## src/hw/rtl/amrr_pkg.sv

```systemverilog
// amrr_pkg: item function codes, register map and constants of the AMRR rate controller.
// No dependencies; imported by amrr_rate_control.
package amrr_pkg;

    // item function codes carried on s_tuser
    localparam logic [2:0] FUNC_LOAD   = 3'd0;
    localparam logic [2:0] FUNC_RESET  = 3'd1;
    localparam logic [2:0] FUNC_REPORT = 3'd2;
    localparam logic [2:0] FUNC_TICK   = 3'd3;
    localparam logic [2:0] FUNC_CHOOSE = 3'd4;

    // register indexes (byte address = 4 * index)
    localparam logic [2:0] REG_TX_CHAINS  = 3'd0;
    localparam logic [2:0] REG_MIN_THRESH = 3'd1;
    localparam logic [2:0] REG_MAX_THRESH = 3'd2;
    localparam logic [2:0] REG_INTERVAL   = 3'd3;
    localparam logic [2:0] REG_HT_MODE    = 3'd4;
    localparam logic [2:0] REG_RATE_COUNT = 3'd5;

    // register reset values
    localparam logic [2:0]  TX_CHAINS_RST  = 3'd1;
    localparam logic [7:0]  MIN_THRESH_RST = 8'd1;
    localparam logic [7:0]  MAX_THRESH_RST = 8'd15;
    localparam logic [15:0] INTERVAL_RST   = 16'd100;
    localparam logic [4:0]  RATE_COUNT_RST = 5'd1;

    // port widths
    localparam int FUNC_W      = 3;
    localparam int IN_TDATA_W  = 32;
    localparam int OUT_TDATA_W = 16;
    localparam int CFG_ADDR_W  = 5;
    localparam int CFG_DATA_W  = 32;

    // evaluation and scan constants
    localparam logic [15:0] EVAL_MIN_FRAMES   = 16'd10;
    localparam logic [6:0]  LEGACY_SCAN_LIMIT = 7'd72;
    localparam logic [6:0]  HT_SCAN_LIMIT     = 7'd4;
    localparam logic [7:0]  MCS_FLAG          = 8'h80;

endpackage

```

## src/hw/rtl/amrr_ram.sv

```systemverilog
// amrr_ram: generic single-write, single-read synchronous RAM with a registered read port.
// No dependencies; holds the rate table of amrr_rate_control.
module amrr_ram #(
    parameter int WIDTH = 8,
    parameter int DEPTH = 16
) (
    input  logic                     clk,
    input  logic                     wr_en,
    input  logic [$clog2(DEPTH)-1:0] wr_addr,
    input  logic [WIDTH-1:0]         wr_data,
    input  logic                     rd_en,
    input  logic [$clog2(DEPTH)-1:0] rd_addr,
    output logic [WIDTH-1:0]         rd_data
);

    logic [WIDTH-1:0] mem_reg [DEPTH];
    logic [WIDTH-1:0] rd_data_reg;

    always_ff @(posedge clk)
    begin
        if (wr_en)
        begin
            mem_reg[wr_addr] <= wr_data;
        end
        // hold the last read word while no read is issued
        if (rd_en)
        begin
            rd_data_reg <= mem_reg[rd_addr];
        end
    end

    assign rd_data = rd_data_reg;

endmodule

```

## src/hw/rtl/amrr_rate_control.sv

```systemverilog
// amrr_rate_control: AMRR transmit rate selection for one link, top level.
// Depends on amrr_pkg (codes, constants) and amrr_ram (rate table storage).
//
// Usage:
//  Items arrive as beats on the s_ channel: s_tuser carries the function code
//  (load table entry, reset link, tx report, tick, choose rate), s_tdata the
//  operands. Every accepted beat yields exactly one result beat on the m_
//  channel: current rate index, rate code, a moved-rate flag and an
//  evaluated flag. Registers sit behind the APB port; write them only while
//  the block is idle.
//  Sequencing: one item at a time. A load, report, tick or choose without
//  evaluation reads the current table entry (ST_CODE_RD, ST_CODE_WAIT) and
//  then presents the result; a choose that evaluates first does one extra
//  table read for the next rate (ST_EVAL_RD, ST_EVAL). A link reset walks
//  the table downward, one read of the table RAM plus a compare per entry
//  visited (ST_SCAN_RD, ST_SCAN_CHK), then presents the entry it stops at.
//  Reset: rst_n clears the link state and restores register defaults; the
//  rate table holds garbage until loaded and must be loaded before use.
//  Stall: a result holds in the output register while m_tready is low; the
//  next item is accepted meanwhile and waits in its last step until the
//  output register frees.
module amrr_rate_control #(
    parameter int MAX_RATES = 16
) (
    input  logic                             clk,
    input  logic                             rst_n,
    // input item stream
    input  logic                             s_tvalid,
    output logic                             s_tready,
    // [3:0] entry_index, [11:4] entry_value, [19:12] frames_sent,
    // [27:20] retries_seen, [31:28] zero
    input  logic [amrr_pkg::IN_TDATA_W-1:0]  s_tdata,
    // [2:0] func
    input  logic [amrr_pkg::FUNC_W-1:0]      s_tuser,
    // result stream
    output logic                             m_tvalid,
    input  logic                             m_tready,
    // [3:0] rate_pos, [11:4] tx_rate_code, [12] rate_changed,
    // [13] evaluated, [15:14] zero
    output logic [amrr_pkg::OUT_TDATA_W-1:0] m_tdata,
    // configuration port
    input  logic                             psel,
    input  logic                             penable,
    input  logic                             pwrite,
    input  logic [amrr_pkg::CFG_ADDR_W-1:0]  paddr,
    input  logic [amrr_pkg::CFG_DATA_W-1:0]  pwdata,
    output logic [amrr_pkg::CFG_DATA_W-1:0]  prdata,
    output logic                             pready
);

    import amrr_pkg::*;

    localparam int IDX_W = $clog2(MAX_RATES);
    localparam logic [4:0] MAX_RATES_W = 5'(MAX_RATES);

    typedef enum logic [2:0] {
        ST_IDLE,
        ST_SCAN_RD,
        ST_SCAN_CHK,
        ST_EVAL_RD,
        ST_EVAL,
        ST_CODE_RD,
        ST_CODE_WAIT
    } state_t;

    // configuration registers
    logic [2:0]  tx_chains_reg;
    logic [7:0]  min_thresh_reg;
    logic [7:0]  max_thresh_reg;
    logic [15:0] interval_reg;
    logic        ht_mode_reg;
    logic [4:0]  rate_count_reg;

    // link state
    state_t           state_reg;
    logic [IDX_W-1:0] cur_idx_reg;
    logic [IDX_W-1:0] before_idx_reg;
    logic [7:0]       success_run_reg;
    logic [7:0]       thresh_reg;
    logic             recovering_reg;
    logic [15:0]      frame_total_reg;
    logic [15:0]      retry_total_reg;
    logic [15:0]      elapsed_reg;
    logic [2:0]       func_reg;
    logic             evald_reg;

    // output register
    logic                   m_tvalid_reg;
    logic [OUT_TDATA_W-1:0] m_tdata_reg;

    // ------------------------------------------------------------------
    // APB register file: pready is always high, writes complete on access
    // ------------------------------------------------------------------
    logic cfg_wr;
    assign cfg_wr = psel && penable && pwrite;
    assign pready = 1'b1;

    always_ff @(posedge clk or negedge rst_n)
    begin
        if (!rst_n)
        begin
            tx_chains_reg  <= TX_CHAINS_RST;
            min_thresh_reg <= MIN_THRESH_RST;
            max_thresh_reg <= MAX_THRESH_RST;
            interval_reg   <= INTERVAL_RST;
            ht_mode_reg    <= 1'b0;
            rate_count_reg <= RATE_COUNT_RST;
        end
        else if (cfg_wr)
        begin
            case (paddr[4:2])
                REG_TX_CHAINS:  tx_chains_reg  <= pwdata[2:0];
                REG_MIN_THRESH: min_thresh_reg <= pwdata[7:0];
                REG_MAX_THRESH: max_thresh_reg <= pwdata[7:0];
                REG_INTERVAL:   interval_reg   <= pwdata[15:0];
                REG_HT_MODE:    ht_mode_reg    <= pwdata[0];
                REG_RATE_COUNT: rate_count_reg <= pwdata[4:0];
                default: ;
            endcase
        end
    end

    always_comb
    begin
        prdata = '0;
        case (paddr[4:2])
            REG_TX_CHAINS:  prdata = {29'd0, tx_chains_reg};
            REG_MIN_THRESH: prdata = {24'd0, min_thresh_reg};
            REG_MAX_THRESH: prdata = {24'd0, max_thresh_reg};
            REG_INTERVAL:   prdata = {16'd0, interval_reg};
            REG_HT_MODE:    prdata = {31'd0, ht_mode_reg};
            REG_RATE_COUNT: prdata = {27'd0, rate_count_reg};
            default:        prdata = '0;
        endcase
    end

    // ------------------------------------------------------------------
    // Input beat decode
    // ------------------------------------------------------------------
    logic [3:0] in_pos;
    logic [7:0] in_value;
    logic [7:0] in_frames;
    logic [7:0] in_retries;
    logic       in_accept;

    assign in_pos     = s_tdata[3:0];
    assign in_value   = s_tdata[11:4];
    assign in_frames  = s_tdata[19:12];
    assign in_retries = s_tdata[27:20];
    assign s_tready   = (state_reg == ST_IDLE);
    assign in_accept  = s_tvalid && s_tready;

    // usable table length: zero acts as one, clip at the table depth
    logic [4:0]       valid_count;
    logic [IDX_W-1:0] last_idx;
    always_comb
    begin
        if (rate_count_reg == 5'd0)
            valid_count = 5'd1;
        else if (rate_count_reg > MAX_RATES_W)
            valid_count = MAX_RATES_W;
        else
            valid_count = rate_count_reg;
    end
    assign last_idx = IDX_W'(valid_count - 5'd1);

    // ------------------------------------------------------------------
    // Rate table RAM: written by load beats, read by scan, eval and result
    // ------------------------------------------------------------------
    logic             ram_wr_en;
    logic             ram_rd_en;
    logic [IDX_W-1:0] ram_rd_addr;
    logic [7:0]       ram_rd_data;

    assign ram_wr_en = in_accept && (s_tuser == FUNC_LOAD) && ({1'b0, in_pos} < MAX_RATES_W);
    assign ram_rd_en = (state_reg == ST_SCAN_RD) || (state_reg == ST_EVAL_RD) ||
                       (state_reg == ST_CODE_RD);
    assign ram_rd_addr = (state_reg == ST_EVAL_RD) ? (cur_idx_reg + IDX_W'(1)) : cur_idx_reg;

    amrr_ram #(
        .WIDTH (8),
        .DEPTH (MAX_RATES)
    ) u_rate_table (
        .clk     (clk),
        .wr_en   (ram_wr_en),
        .wr_addr (in_pos[IDX_W-1:0]),
        .wr_data (in_value),
        .rd_en   (ram_rd_en),
        .rd_addr (ram_rd_addr),
        .rd_data (ram_rd_data)
    );

    // ------------------------------------------------------------------
    // Saturating counter updates for report and tick beats
    // ------------------------------------------------------------------
    logic [16:0] frame_sum;
    logic [16:0] retry_sum;
    logic [15:0] frame_sat;
    logic [15:0] retry_sat;
    logic [15:0] elapsed_sat;

    assign frame_sum   = {1'b0, frame_total_reg} + {9'd0, in_frames};
    assign retry_sum   = {1'b0, retry_total_reg} + {9'd0, in_retries};
    assign frame_sat   = frame_sum[16] ? 16'hFFFF : frame_sum[15:0];
    assign retry_sat   = retry_sum[16] ? 16'hFFFF : retry_sum[15:0];
    assign elapsed_sat = (elapsed_reg == 16'hFFFF) ? elapsed_reg : elapsed_reg + 16'd1;

    logic eval_due;
    assign eval_due = (frame_total_reg > EVAL_MIN_FRAMES) && (elapsed_reg > interval_reg);

    // ------------------------------------------------------------------
    // Evaluation: success when retries < frames/10, i.e. 10*(retries+1) <= frames;
    // failure when retries > frames/3, i.e. 3*retries > frames
    // ------------------------------------------------------------------
    logic [16:0]      retry_p1;
    logic [20:0]      retry_x10;
    logic [17:0]      retry_x3;
    logic             success_hit;
    logic             fail_hit;
    logic [7:0]       sr_inc;
    logic [4:0]       cur_p1;
    logic             step_up;
    logic [8:0]       thresh_dbl;
    logic [7:0]       thresh_fail;
    logic [IDX_W-1:0] cur_idx_next;
    logic [7:0]       success_run_next;
    logic [7:0]       thresh_next;
    logic             recovering_next;

    assign retry_p1    = {1'b0, retry_total_reg} + 17'd1;
    assign retry_x10   = {1'b0, retry_p1, 3'b000} + {3'b000, retry_p1, 1'b0};
    assign retry_x3    = {1'b0, retry_total_reg, 1'b0} + {2'b00, retry_total_reg};
    assign success_hit = retry_x10 <= {5'd0, frame_total_reg};
    assign fail_hit    = retry_x3 > {2'b00, frame_total_reg};
    assign sr_inc      = (success_run_reg == 8'hFF) ? success_run_reg : success_run_reg + 8'd1;
    assign cur_p1      = 5'(cur_idx_reg) + 5'd1;
    // in HT the next MCS must stay below chains*8; ram_rd_data holds entry cur+1 here
    assign step_up     = (sr_inc >= thresh_reg) && (cur_p1 < valid_count) &&
                         (!ht_mode_reg || (ram_rd_data[6:0] < {1'b0, tx_chains_reg, 3'b000}));
    assign thresh_dbl  = {thresh_reg, 1'b0};
    assign thresh_fail = recovering_reg ?
                         ((thresh_dbl > {1'b0, max_thresh_reg}) ? max_thresh_reg : thresh_dbl[7:0]) :
                         min_thresh_reg;

    always_comb
    begin
        cur_idx_next     = cur_idx_reg;
        success_run_next = success_run_reg;
        thresh_next      = thresh_reg;
        recovering_next  = recovering_reg;
        if (success_hit)
        begin
            if (step_up)
            begin
                recovering_next  = 1'b1;
                success_run_next = 8'd0;
                cur_idx_next     = cur_idx_reg + IDX_W'(1);
            end
            else
            begin
                recovering_next  = 1'b0;
                success_run_next = sr_inc;
            end
        end
        else if (fail_hit)
        begin
            success_run_next = 8'd0;
            recovering_next  = 1'b0;
            if (cur_idx_reg != '0)
            begin
                thresh_next  = thresh_fail;
                cur_idx_next = cur_idx_reg - IDX_W'(1);
            end
        end
    end

    // ------------------------------------------------------------------
    // Sequencer
    // ------------------------------------------------------------------
    logic [6:0] scan_limit;
    logic       out_free;
    logic       out_load;
    logic [7:0] rate_code;

    assign scan_limit = ht_mode_reg ? HT_SCAN_LIMIT : LEGACY_SCAN_LIMIT;
    assign out_free   = !m_tvalid_reg || m_tready;
    assign out_load   = (state_reg == ST_CODE_WAIT) && out_free;
    assign rate_code  = ht_mode_reg ? (ram_rd_data | MCS_FLAG) : {1'b0, ram_rd_data[6:0]};

    always_ff @(posedge clk or negedge rst_n)
    begin
        if (!rst_n)
        begin
            state_reg       <= ST_IDLE;
            cur_idx_reg     <= '0;
            before_idx_reg  <= '0;
            success_run_reg <= 8'd0;
            thresh_reg      <= MIN_THRESH_RST;
            recovering_reg  <= 1'b0;
            frame_total_reg <= 16'd0;
            retry_total_reg <= 16'd0;
            elapsed_reg     <= 16'd0;
            func_reg        <= FUNC_LOAD;
            evald_reg       <= 1'b0;
            m_tvalid_reg    <= 1'b0;
            m_tdata_reg     <= '0;
        end
        else
        begin
            // drop the result once the sink takes it, unless a new one loads
            if (m_tready && !out_load)
            begin
                m_tvalid_reg <= 1'b0;
            end

            case (state_reg)
                ST_IDLE:
                begin
                    if (in_accept)
                    begin
                        func_reg       <= s_tuser;
                        before_idx_reg <= cur_idx_reg;
                        evald_reg      <= 1'b0;
                        state_reg      <= ST_CODE_RD;
                        case (s_tuser)
                            FUNC_RESET:
                            begin
                                // start the downward scan at the last valid entry
                                cur_idx_reg     <= last_idx;
                                success_run_reg <= 8'd0;
                                recovering_reg  <= 1'b0;
                                frame_total_reg <= 16'd0;
                                retry_total_reg <= 16'd0;
                                elapsed_reg     <= 16'd0;
                                thresh_reg      <= min_thresh_reg;
                                state_reg       <= ST_SCAN_RD;
                            end
                            FUNC_REPORT:
                            begin
                                frame_total_reg <= frame_sat;
                                retry_total_reg <= retry_sat;
                            end
                            FUNC_TICK:
                            begin
                                elapsed_reg <= elapsed_sat;
                            end
                            FUNC_CHOOSE:
                            begin
                                if (eval_due)
                                begin
                                    evald_reg <= 1'b1;
                                    state_reg <= ST_EVAL_RD;
                                end
                            end
                            default: ;
                        endcase
                    end
                end

                ST_SCAN_RD:
                begin
                    state_reg <= ST_SCAN_CHK;
                end

                ST_SCAN_CHK:
                begin
                    // step down while above entry 0 and the rate exceeds the limit;
                    // on stop the read word already is the current entry
                    if ((cur_idx_reg != '0) && (ram_rd_data[6:0] > scan_limit))
                    begin
                        cur_idx_reg <= cur_idx_reg - IDX_W'(1);
                        state_reg   <= ST_SCAN_RD;
                    end
                    else
                    begin
                        state_reg <= ST_CODE_WAIT;
                    end
                end

                ST_EVAL_RD:
                begin
                    state_reg <= ST_EVAL;
                end

                ST_EVAL:
                begin
                    cur_idx_reg     <= cur_idx_next;
                    success_run_reg <= success_run_next;
                    thresh_reg      <= thresh_next;
                    recovering_reg  <= recovering_next;
                    frame_total_reg <= 16'd0;
                    retry_total_reg <= 16'd0;
                    elapsed_reg     <= 16'd0;
                    state_reg       <= ST_CODE_RD;
                end

                ST_CODE_RD:
                begin
                    state_reg <= ST_CODE_WAIT;
                end

                ST_CODE_WAIT:
                begin
                    // hold the read word until the output register frees
                    if (out_free)
                    begin
                        m_tvalid_reg <= 1'b1;
                        m_tdata_reg  <= {2'b00, evald_reg, (cur_idx_reg != before_idx_reg),
                                         rate_code, 4'(cur_idx_reg)};
                        state_reg    <= ST_IDLE;
                    end
                end

                default:
                begin
                    state_reg <= ST_IDLE;
                end
            endcase
        end
    end

    assign m_tvalid = m_tvalid_reg;
    assign m_tdata  = m_tdata_reg;

    // ------------------------------------------------------------------
    // Assertions
    // ------------------------------------------------------------------
    a_eval_only_on_choose: assert property (@(posedge clk) disable iff (!rst_n)
        (state_reg == ST_CODE_WAIT && out_free) |=> (!m_tdata_reg[13] || func_reg == FUNC_CHOOSE))
        else $error("evaluated flag set on a non-choose item");

    a_reset_clears_counters: assert property (@(posedge clk) disable iff (!rst_n)
        (in_accept && s_tuser == FUNC_RESET) |=>
        (frame_total_reg == 16'd0 && retry_total_reg == 16'd0 && elapsed_reg == 16'd0 &&
         state_reg == ST_SCAN_RD))
        else $error("link reset did not clear counters or start the scan");

    a_scan_stops_at_zero: assert property (@(posedge clk) disable iff (!rst_n)
        (state_reg == ST_SCAN_CHK && cur_idx_reg == '0) |=> (state_reg == ST_CODE_WAIT))
        else $error("table scan went below entry zero");

    a_result_load: assert property (@(posedge clk) disable iff (!rst_n)
        (state_reg == ST_CODE_WAIT && out_free) |=> (m_tvalid_reg && state_reg == ST_IDLE))
        else $error("result not presented after the final table read");

endmodule

```

## config.mk

```make
export PLATFORM = sky130hd
export DESIGN_NAME = amrr_rate_control
export DESIGN_NICKNAME = d
export VERILOG_FILES = /design/src/hw/rtl/amrr_pkg.sv /design/src/hw/rtl/amrr_ram.sv /design/src/hw/rtl/amrr_rate_control.sv
export SDC_FILE = /design/constraint.sdc
export NUM_CORES = 1
export LEC_CHECK = 0
export ABC_AREA = 1
export BUFFER_PORTS_ARGS = -buffer_cell sky130_fd_sc_hd__buf_2
export CORE_MARGIN = 8
export CORE_UTILIZATION = 45
export CTS_CLUSTER_SIZE = 10
export DETAILED_ROUTE_END_ITERATION = 8
export HOLD_SLACK_MARGIN = 0.15
export PLACE_DENSITY = 0.7
export SYNTH_ARGS = -nofsm -noshare
export SYNTH_HDL_FRONTEND = slang
export SYNTH_SLANG_ARGS = --single-unit
```

## constraint.sdc

```tcl
create_clock -name clk -period 5.2 [get_ports clk]
set_input_delay 0.52 -clock clk [delete_from_list [all_inputs] [get_ports clk]]
set_output_delay 0.52 -clock clk [all_outputs]
set_load 0.1 [all_outputs]
```

Word-level counts from Yosys, hierarchy flattened
Memory sizes are Yosys's and may differ from the RTL's. A register that Yosys moved wholly into a read port is not among the register bits.
Index checks and enable logic that the tools add are counted.
- bits in registers: 133
- bits in writable memories: 128
- input port bits: 79
- output and inout port bits: 51
- word-level logic and storage cells: 169
- memories: 1
- add/sub/neg operators: 11
- order comparisons: 10
- equality and inequality tests: 31
- muxes and demuxes: 60
- reductions and logical operators: 38
- memory list (memory ; depth ; width ; rd ports ; clocked after memory_dff ; write ports ; line ; text):
    u_rate_table.mem_reg ; 16 ; 8 ; 1 ; 1 ; 1 ; amrr_ram.sv:16 ; logic [WIDTH-1:0] mem_reg [DEPTH];
- operators with widths (kind ; number):
    one-hot mux 16 bit (2 select lines) ; 6
    two-way mux 8 bit ; 14
    two-way mux 16 bit ; 6
    one-hot mux 16 bit (6 select lines) ; 1
    adder 16 x 8 -> 17 bit ; 2
    two-way mux 4 bit ; 8
    one-hot mux 8 bit (2 select lines) ; 2
    adder 20 x 18 -> 21 bit ; 1
    <= comparator 21 x 16 -> 1 bit ; 1
    one-hot mux 3 bit (7 select lines) ; 1
    adder 17 x 16 -> 18 bit ; 1
    == test 3 x 2 -> 1 bit, second input constant ; 6
    == test 3 bit, second input constant ; 6
    greater-than comparator 18 x 16 -> 1 bit ; 1
    AND reduction 2 bit ; 9
    adder 16 x 1 -> 17 bit, second input constant ; 1
    adder 16 x 1 -> 16 bit, second input constant ; 1
    == test 16 bit, second input constant ; 1
    greater-than comparator 16 bit ; 1
    greater-than comparator 16 x 4 -> 1 bit, second input constant ; 1
    two-way mux 1 bit ; 12
    two-way mux 3 bit ; 4
    inequality test 3 bit, second input constant ; 4
    one-hot mux 4 bit (3 select lines) ; 1
    32 further kinds ; 59

Longest topological paths before layout
- word-level depth: 9
- gate-level depth with buffers: 32
- mapped depth without buffers: 32

Cells and area by module
From an unflattened synthesis, not the netlist that was laid out.
- cell total of the unflattened synthesis: 2115
- area, all modules: 17085.1 µm²
- modules (own cells, without submodules) (module ; times used ; cells an instance ; area an instance (µm²) ; sequential area each (µm²)):
    amrr_rate_control ; 1 ; 1562 ; 11233.3 ; 3342.0
    amrr_ram ; 1 ; 553 ; 5851.9 ; 4083.9

Least setup slack after synthesis
No wires, ideal clock.
- path kind: register to register
- start point: register retry_total_reg[0]
- end point: register thresh_reg[2]
- setup time: 0.124 ns
- arrival: 3.728 ns
- required time: 5.076 ns
- slack: 1.348 ns
- cell stages (with the launch flop): 31
- path buffers: 1
- period minus slack after synthesis: 3.852 ns
- path through: dfrtp_1 > ha_1 > nand2_4 > xor2_1 > ha_1 > a21oi_1 > nand2_1 > nand2_1 > nand3_1 > nand4_2 > nand3_1 > o21ai_0 > xnor2_1 > ha_1 > nand2_1 > inv_1 > nand3_1 > inv_1 > a21oi_1 > nand2_1 > nand2_1 > nand2_1 > nand2_1 > nand2_1 > nor2_2 > nand3_4 > nand2_4 > nand2_4 > nand2_4 > buf_6 > o21ai_1
- longest elaborated chain between the ends: 5
- elaborated cells between the ends (all ways): 8
- classes of those cells: add/sub (3); order compare (2); eq/ne (2); reduce/logical (1)
- RTL lines (item ; line ; text):
    start: declaration ; amrr_rate_control.sv:82 ; logic [15:0] retry_total_reg;
    start signal: assignment ; amrr_rate_control.sv:341 ; retry_total_reg <= retry_sat;
    adder 16 x 1 -> 17 bit ; amrr_rate_control.sv:230 ; assign retry_p1 = {1'b0, retry_total_reg} + 17'd1;
    adder 20 x 18 -> 21 bit ; amrr_rate_control.sv:231 ; assign retry_x10 = {1'b0, retry_p1, 3'b000} + {3'b000, retry_p1, 1'b0};
    <= comparator 21 x 16 -> 1 bit ; amrr_rate_control.sv:233 ; assign success_hit = retry_x10 <= {5'd0, frame_total_reg};
    inequality test 2 bit (no source line) ; -- ;
    AND reduction 6 bit (no source line) * ; -- ;
    end signal: assignment ; amrr_rate_control.sv:335 ; thresh_reg <= min_thresh_reg;
    end signal: assignment ; amrr_rate_control.sv:389 ; thresh_reg <= thresh_next;
    end: declaration ; amrr_rate_control.sv:79 ; logic [7:0] thresh_reg;
Every way passes the cells marked *; elsewhere a longest branch is shown, timed or not.
A chain may end at the register's enable or synchronous reset.

Worst setup path in the final report
- start point: register retry_total_reg[2]
- end point: register cur_idx_reg[2]
- longest elaborated chain between the ends: 5
- elaborated cells between the ends (all ways): 11
- classes of those cells: add/sub (3); order compare (2); eq/ne (3); mux (2); reduce/logical (1)
- RTL lines (item ; line ; text):
    adder 16 x 1 -> 17 bit ; amrr_rate_control.sv:230 ;
    adder 20 x 18 -> 21 bit ; amrr_rate_control.sv:231 ;
    <= comparator 21 x 16 -> 1 bit ; amrr_rate_control.sv:233 ;
    inequality test 3 bit (no source line) / two-way mux 4 bit (equally long branches) ; -- ;
    AND reduction 7 bit (no source line) / one-hot mux 4 bit (3 select lines) (equally long branches) ; -- ;
    end signal: assignment ; amrr_rate_control.sv:329 ; cur_idx_reg <= last_idx;
    end signal: assignment ; amrr_rate_control.sv:371 ; cur_idx_reg <= cur_idx_reg - IDX_W'(1);
    end signal: assignment ; amrr_rate_control.sv:387 ; cur_idx_reg <= cur_idx_next;
    end: declaration ; amrr_rate_control.sv:76 ; logic [IDX_W-1:0] cur_idx_reg;
Several ways; a longest one is shown, not always the timed one.

==> results.md <==
Route:
- Once detail routing completed, the nets flagged for antenna violations numbered 0.
- The violation count after the first detailed-routing iteration is 1031.
- The average detailed-routed wire length per instance is 16.15 µm.
- The total iterations of the first detailed-routing run is 6.
- The number of vias after detailed routing is 13100.
- The final routed wirelength across all metal layers is 39070 µm.
- The via count normalized by instance count is ~5.4.
- The total DRC errors in the routed layout is 0.

Setup path:
- STA puts the critical path data required time at 5690 ps.
- The category of the worst setup path capture point is a register.
- The category of the worst setup path launch point is a register.
- In this run the worst path has a maximum fanout of 8.
- The worst setup path is of the register to register kind.
- STA puts the critical path data arrival time at slightly above 5000 ps.

Power:
- The net switching power is 4.010 mW.
- Summed over all cells, the static leakage comes to ~8 nW.
- The peak ir drop on the vdd network is 0.3262 mV.
- The relative contribution of the clock network to total power is 0.221.
- Power spread over the standard cell area amounts to 504.7 mW/mm².
- The power share of the sequential group is 0.294.
- The internal portion of the total power is between 4 and 5 mW.
- The final total power is around 8.8 mW.
- The fraction of power spent switching nets is 0.4531.
- The share of total power dissipated in combinational logic is 0.485.

Yosys:
- The synthesized area per cell is around 8.5 µm².
- After technology mapping, the gate count stands at ~1900.
- The Yosys step of the flow raised 0 warnings.
- The async set-or-reset flop fraction in the synthesized netlist is 0.5278.
- By area, the combinational part of the netlist is dominated by simple AND/OR/NAND/NOR gates.
- Of the total synthesized cell area, the portion taken by full adders, half adders and majority gates is 0.1021.
- Of the total synthesized cell area, the portion taken by AND, OR, NAND and NOR gates is 0.1989.
- The synthesized design contains around 120 enable-type register cells.
- Yosys mapped the design onto 60 distinct sky130hd cell types.
- The multiplexer share of the synthesized area is 0.002146.
- Summing every instance area after synthesis gives approximately 0.016 mm².
- The share of the Yosys chip area taken by registers is 0.4393.
- The number of flip-flops and latches in the synthesized netlist is ~250.
- The dominant synthesized flop cell is dfrtp_1.
- The xor and xnor fraction of the mapped netlist area is 0.03060.
- The synthesized-area fraction occupied by ao, oa, aoi and oai cells is 0.1526.

Final layout:
- From synthesis to final layout, the design area changed by 11.40%.
- The total number of nets in the final design is ~2100.
- The total of fill cells in the finished design is between 3000 and 4000.
- The register with the most flip-flops in the layout has about 110 of them.
- The share of final-layout standard cells stronger than drive strength 1 is 0.1045.

Timing:
- At the pin with the least slew margin, the transition time is about 1100 ps.
- The number of hold violations in the final report is 0.
- The highest attainable clock frequency is 218.7 MHz.
- Subtracting the final worst setup slack from the clock period gives around 4600 ps.
- The clock arrives with 14.69 ps of skew.
- In this run the tightest slew margin relative to its limit is 0.2599.
- After routing, the total negative slack on setup checks comes to 0 ps.
- Setup violations remaining at the end of the flow were counted as 0.
- Setup repair after global routing left no endpoint under its margin.
- The worst hold margin is around 220 ps.
- The count of pins over their slew limit is 0.
- In the finished design, the share of the clock period the worst path needs comes to 0.8795.

Clock tree:
- The H-tree depth is 1.
- The deepest clock path buffer count is 3.
- For this design, the sink count on the clock tree is 252.
- CTS placed an instance of clkbuf_16 at the clock tree root.
- Buffers inserted to repair hold after CTS numbered 1.
- The TritonCTS clock tree is built.
- The number of buffers created by CTS is 31.
- For the worst-skew pair, the clock arrives at the later sink with an insertion delay of between 500 and 600 ps.
- Clock-pin slew was measured on the worst setup and hold paths at 60 ps.
- The number of gates resized after CTS was 0.
- Buffers added to address setup during post-CTS repair amount to 0.

Min path:
- The worst hold path class is input pin to register.

Global routing:
- After global routing the overflow that remains totals 0.
- Entering global routing, the biggest net connects ~100 pins.
- The global router's overall resource usage is 0.1862.
- The number of antenna violations at the first check in global routing came to 1.
- The first-pass GRT wire length is 63770 µm.
- The number of global-route vias before repair is roughly 13000.

Placement:
- Routability-driven placement finished with a final weighted congestion of roughly 0.87.
- The sum of net half-perimeters after detailed placement is around 29000 µm.
- The count of buffers added on input and output ports is between 80 and 90.

Run status:
- The run finished with clean final reports.

Floorplanning:
- The initial core utilization is 0.4557.
- The row count is a little under 70.
- The die outline width is roughly 200 µm.
- The vertical extent of the die is about 200 µm.
- 130 I/O pins were placed.
- The core region is 0.03454 mm².
- The die covers a little over 0.04 mm².

Run:
- Max-cap violations in this run came to 0.
per-stage QoR:
step / std cells / util / setup WS (ps) / cell area, µm²
2_1_floorplan: 1868 / - / 1348 / 15810
3_3_place_gp: 2359 / 0.4806 / 751.9 / 16600
3_5_place_dp: 2359 / 0.4806 / 603.7 / 16600
4_1_cts: 2417 / 0.5075 / 589.7 / 17530
5_1_grt: 2418 / 0.5076 / 229.5 / 17530
6_report: 2419 / 0.5077 / 626.8 / 17540
power by group through the flow:
| stage | logic [mW] | registers, mW | clock network, mW |
|---|---|---|---|
| 2_1_floorplan | 2.96 | 2.90 | 0 |
| 3_3_place_gp | 4.18 | 2.63 | 0 |
| 3_5_place_dp | 4.27 | 2.63 | 0 |
| 4_1_cts | 4.30 | 2.60 | 2.00 |
| 5_1_grt | 4.80 | 2.63 | 2.08 |
| 6_report | 4.29 | 2.60 | 1.96 |
layer usage:
layer  vias to the layer above  track usage  share of wire  wire length [µm]
met5                         -            0              0                 0
met4                         0      0.04921          0.021               819
met3                        55      0.02215          0.056              2194
met2                       369       0.3205           0.48             18840
met1                      6188       0.2453           0.44             17220
li1                       6483            -              -                 -
Yosys cell counts (all sizes together) (3+ instances only):
cell / count / share of area
clkbuf: 32 / 0.0076
o2111ai: 3 / 0.0017
a21oi: 115 / 0.037
fa: 4 / 0.0051
dfstp: 11 / 0.018
nor4: 3 / 0.0012
o22ai: 15 / 0.0060
edfxtp: 119 / 0.23
mux2: 3 / 0.0021
a22oi: 12 / 0.0057
a21boi: 3 / 0.0014
buf: 28 / 0.012
inv: 220 / 0.052
xnor2: 19 / 0.011
a221oi: 4 / 0.0022
xor2: 36 / 0.020
nor3: 36 / 0.012
a31oi: 4 / 0.0016
and3: 3 / 0.0012
nor2: 202 / 0.051
ha: 122 / 0.097
o21ai: 201 / 0.066
a2bb2oi: 3 / 0.0017
nand3: 83 / 0.029
dfrtp: 122 / 0.19
o31ai: 3 / 0.0014
o221ai: 9 / 0.0050
nand4: 32 / 0.013
nand2: 333 / 0.084
o21a: 3 / 0.0014
o21bai: 6 / 0.0029
o211ai: 15 / 0.0072
or2: 12 / 0.0048
o32ai: 15 / 0.0083
clkinv: 7 / 0.0017
kinds of logic (layout without fill, tap and decap cells):
kind of cell	Yosys count	count (layout)
simple gates	709	709
compound gates	417	417
buf+inv	287	381
flops	252	252
fa+ha+maj	126	126
xor+xnor	55	55
mux	3	3
other cells	2	21
area by class of cell:
| class | count | area (µm²) | area share |
|---|---|---|---|
| Multi-Input combinational cell | 1329 | 7756 | 0.4423 |
| Antenna cell | 2 | 5.005 | 0.0002854 |
| Tap cell | 455 | 569.3 | 0.03246 |
| Sequential cell | 252 | 6915 | 0.3943 |
| Clock buffer | 52 | 864.6 | 0.04930 |
| Inverter | 227 | 852.1 | 0.04859 |
| Timing Repair Buffer | 97 | 519.2 | 0.02961 |
| Clock inverter | 5 | 55.05 | 0.003139 |
cell usage in the layout, fill, tap and decap left out, drive strengths merged, types with 10 or more instances in the layout:
master and instances:
xor2 36, clkinv 10, o21ai 201, nand3 83
or2 12, conb 19, inv 220, dfstp 11
o211ai 15, nand4 32, nor3 36, nor2 202
xnor2 19, ha 122, o22ai 15, clkbuf 52
a22oi 12, nand2 333, dfrtp 122, a21oi 115
buf 96, edfxtp 119, o32ai 15
path summary, 6_finish.rpt:
| path | endpoint | cells after the start | slack [ps] | start |
|---|---|---|---|---|
| max in group asynchronous | retry_total_reg[14] | 3 | 3490 | rst_n |
| max reg2reg | cur_idx_reg[2] | 23 | 630 | retry_total_reg[2] |
| max | cur_idx_reg[2] | 23 | 630 | retry_total_reg[2] |
| min in group asynchronous | frame_total_reg[9] | 2 | 660 | rst_n |
| min reg2reg | m_tdata[7] | 2 | 480 | m_tdata[7] |
| min | interval_reg[10] | 3 | 220 | pwdata[10] |
worst max-delay path, stage by stage (launching register included):
cell and delay, ps:
dfrtp_1 540, ha_1 280, nand2_2 120, xor2_1 260
inv_1 110, ha_1 370, nand2_1 60, o21ai_0 270
nand4_1 170, nand2_1 130, nand2_1 100, o21ai_0 220
xor2_1 220, ha_1 270, and3_1 220, nand2_1 70
nand2_1 40, nand2_1 100, nand3_1 130, nor2_4 190
nand4_1 260, nand3_1 240, nand2_1 80, nand2_1 60
(Power assumes the default switching activity.)
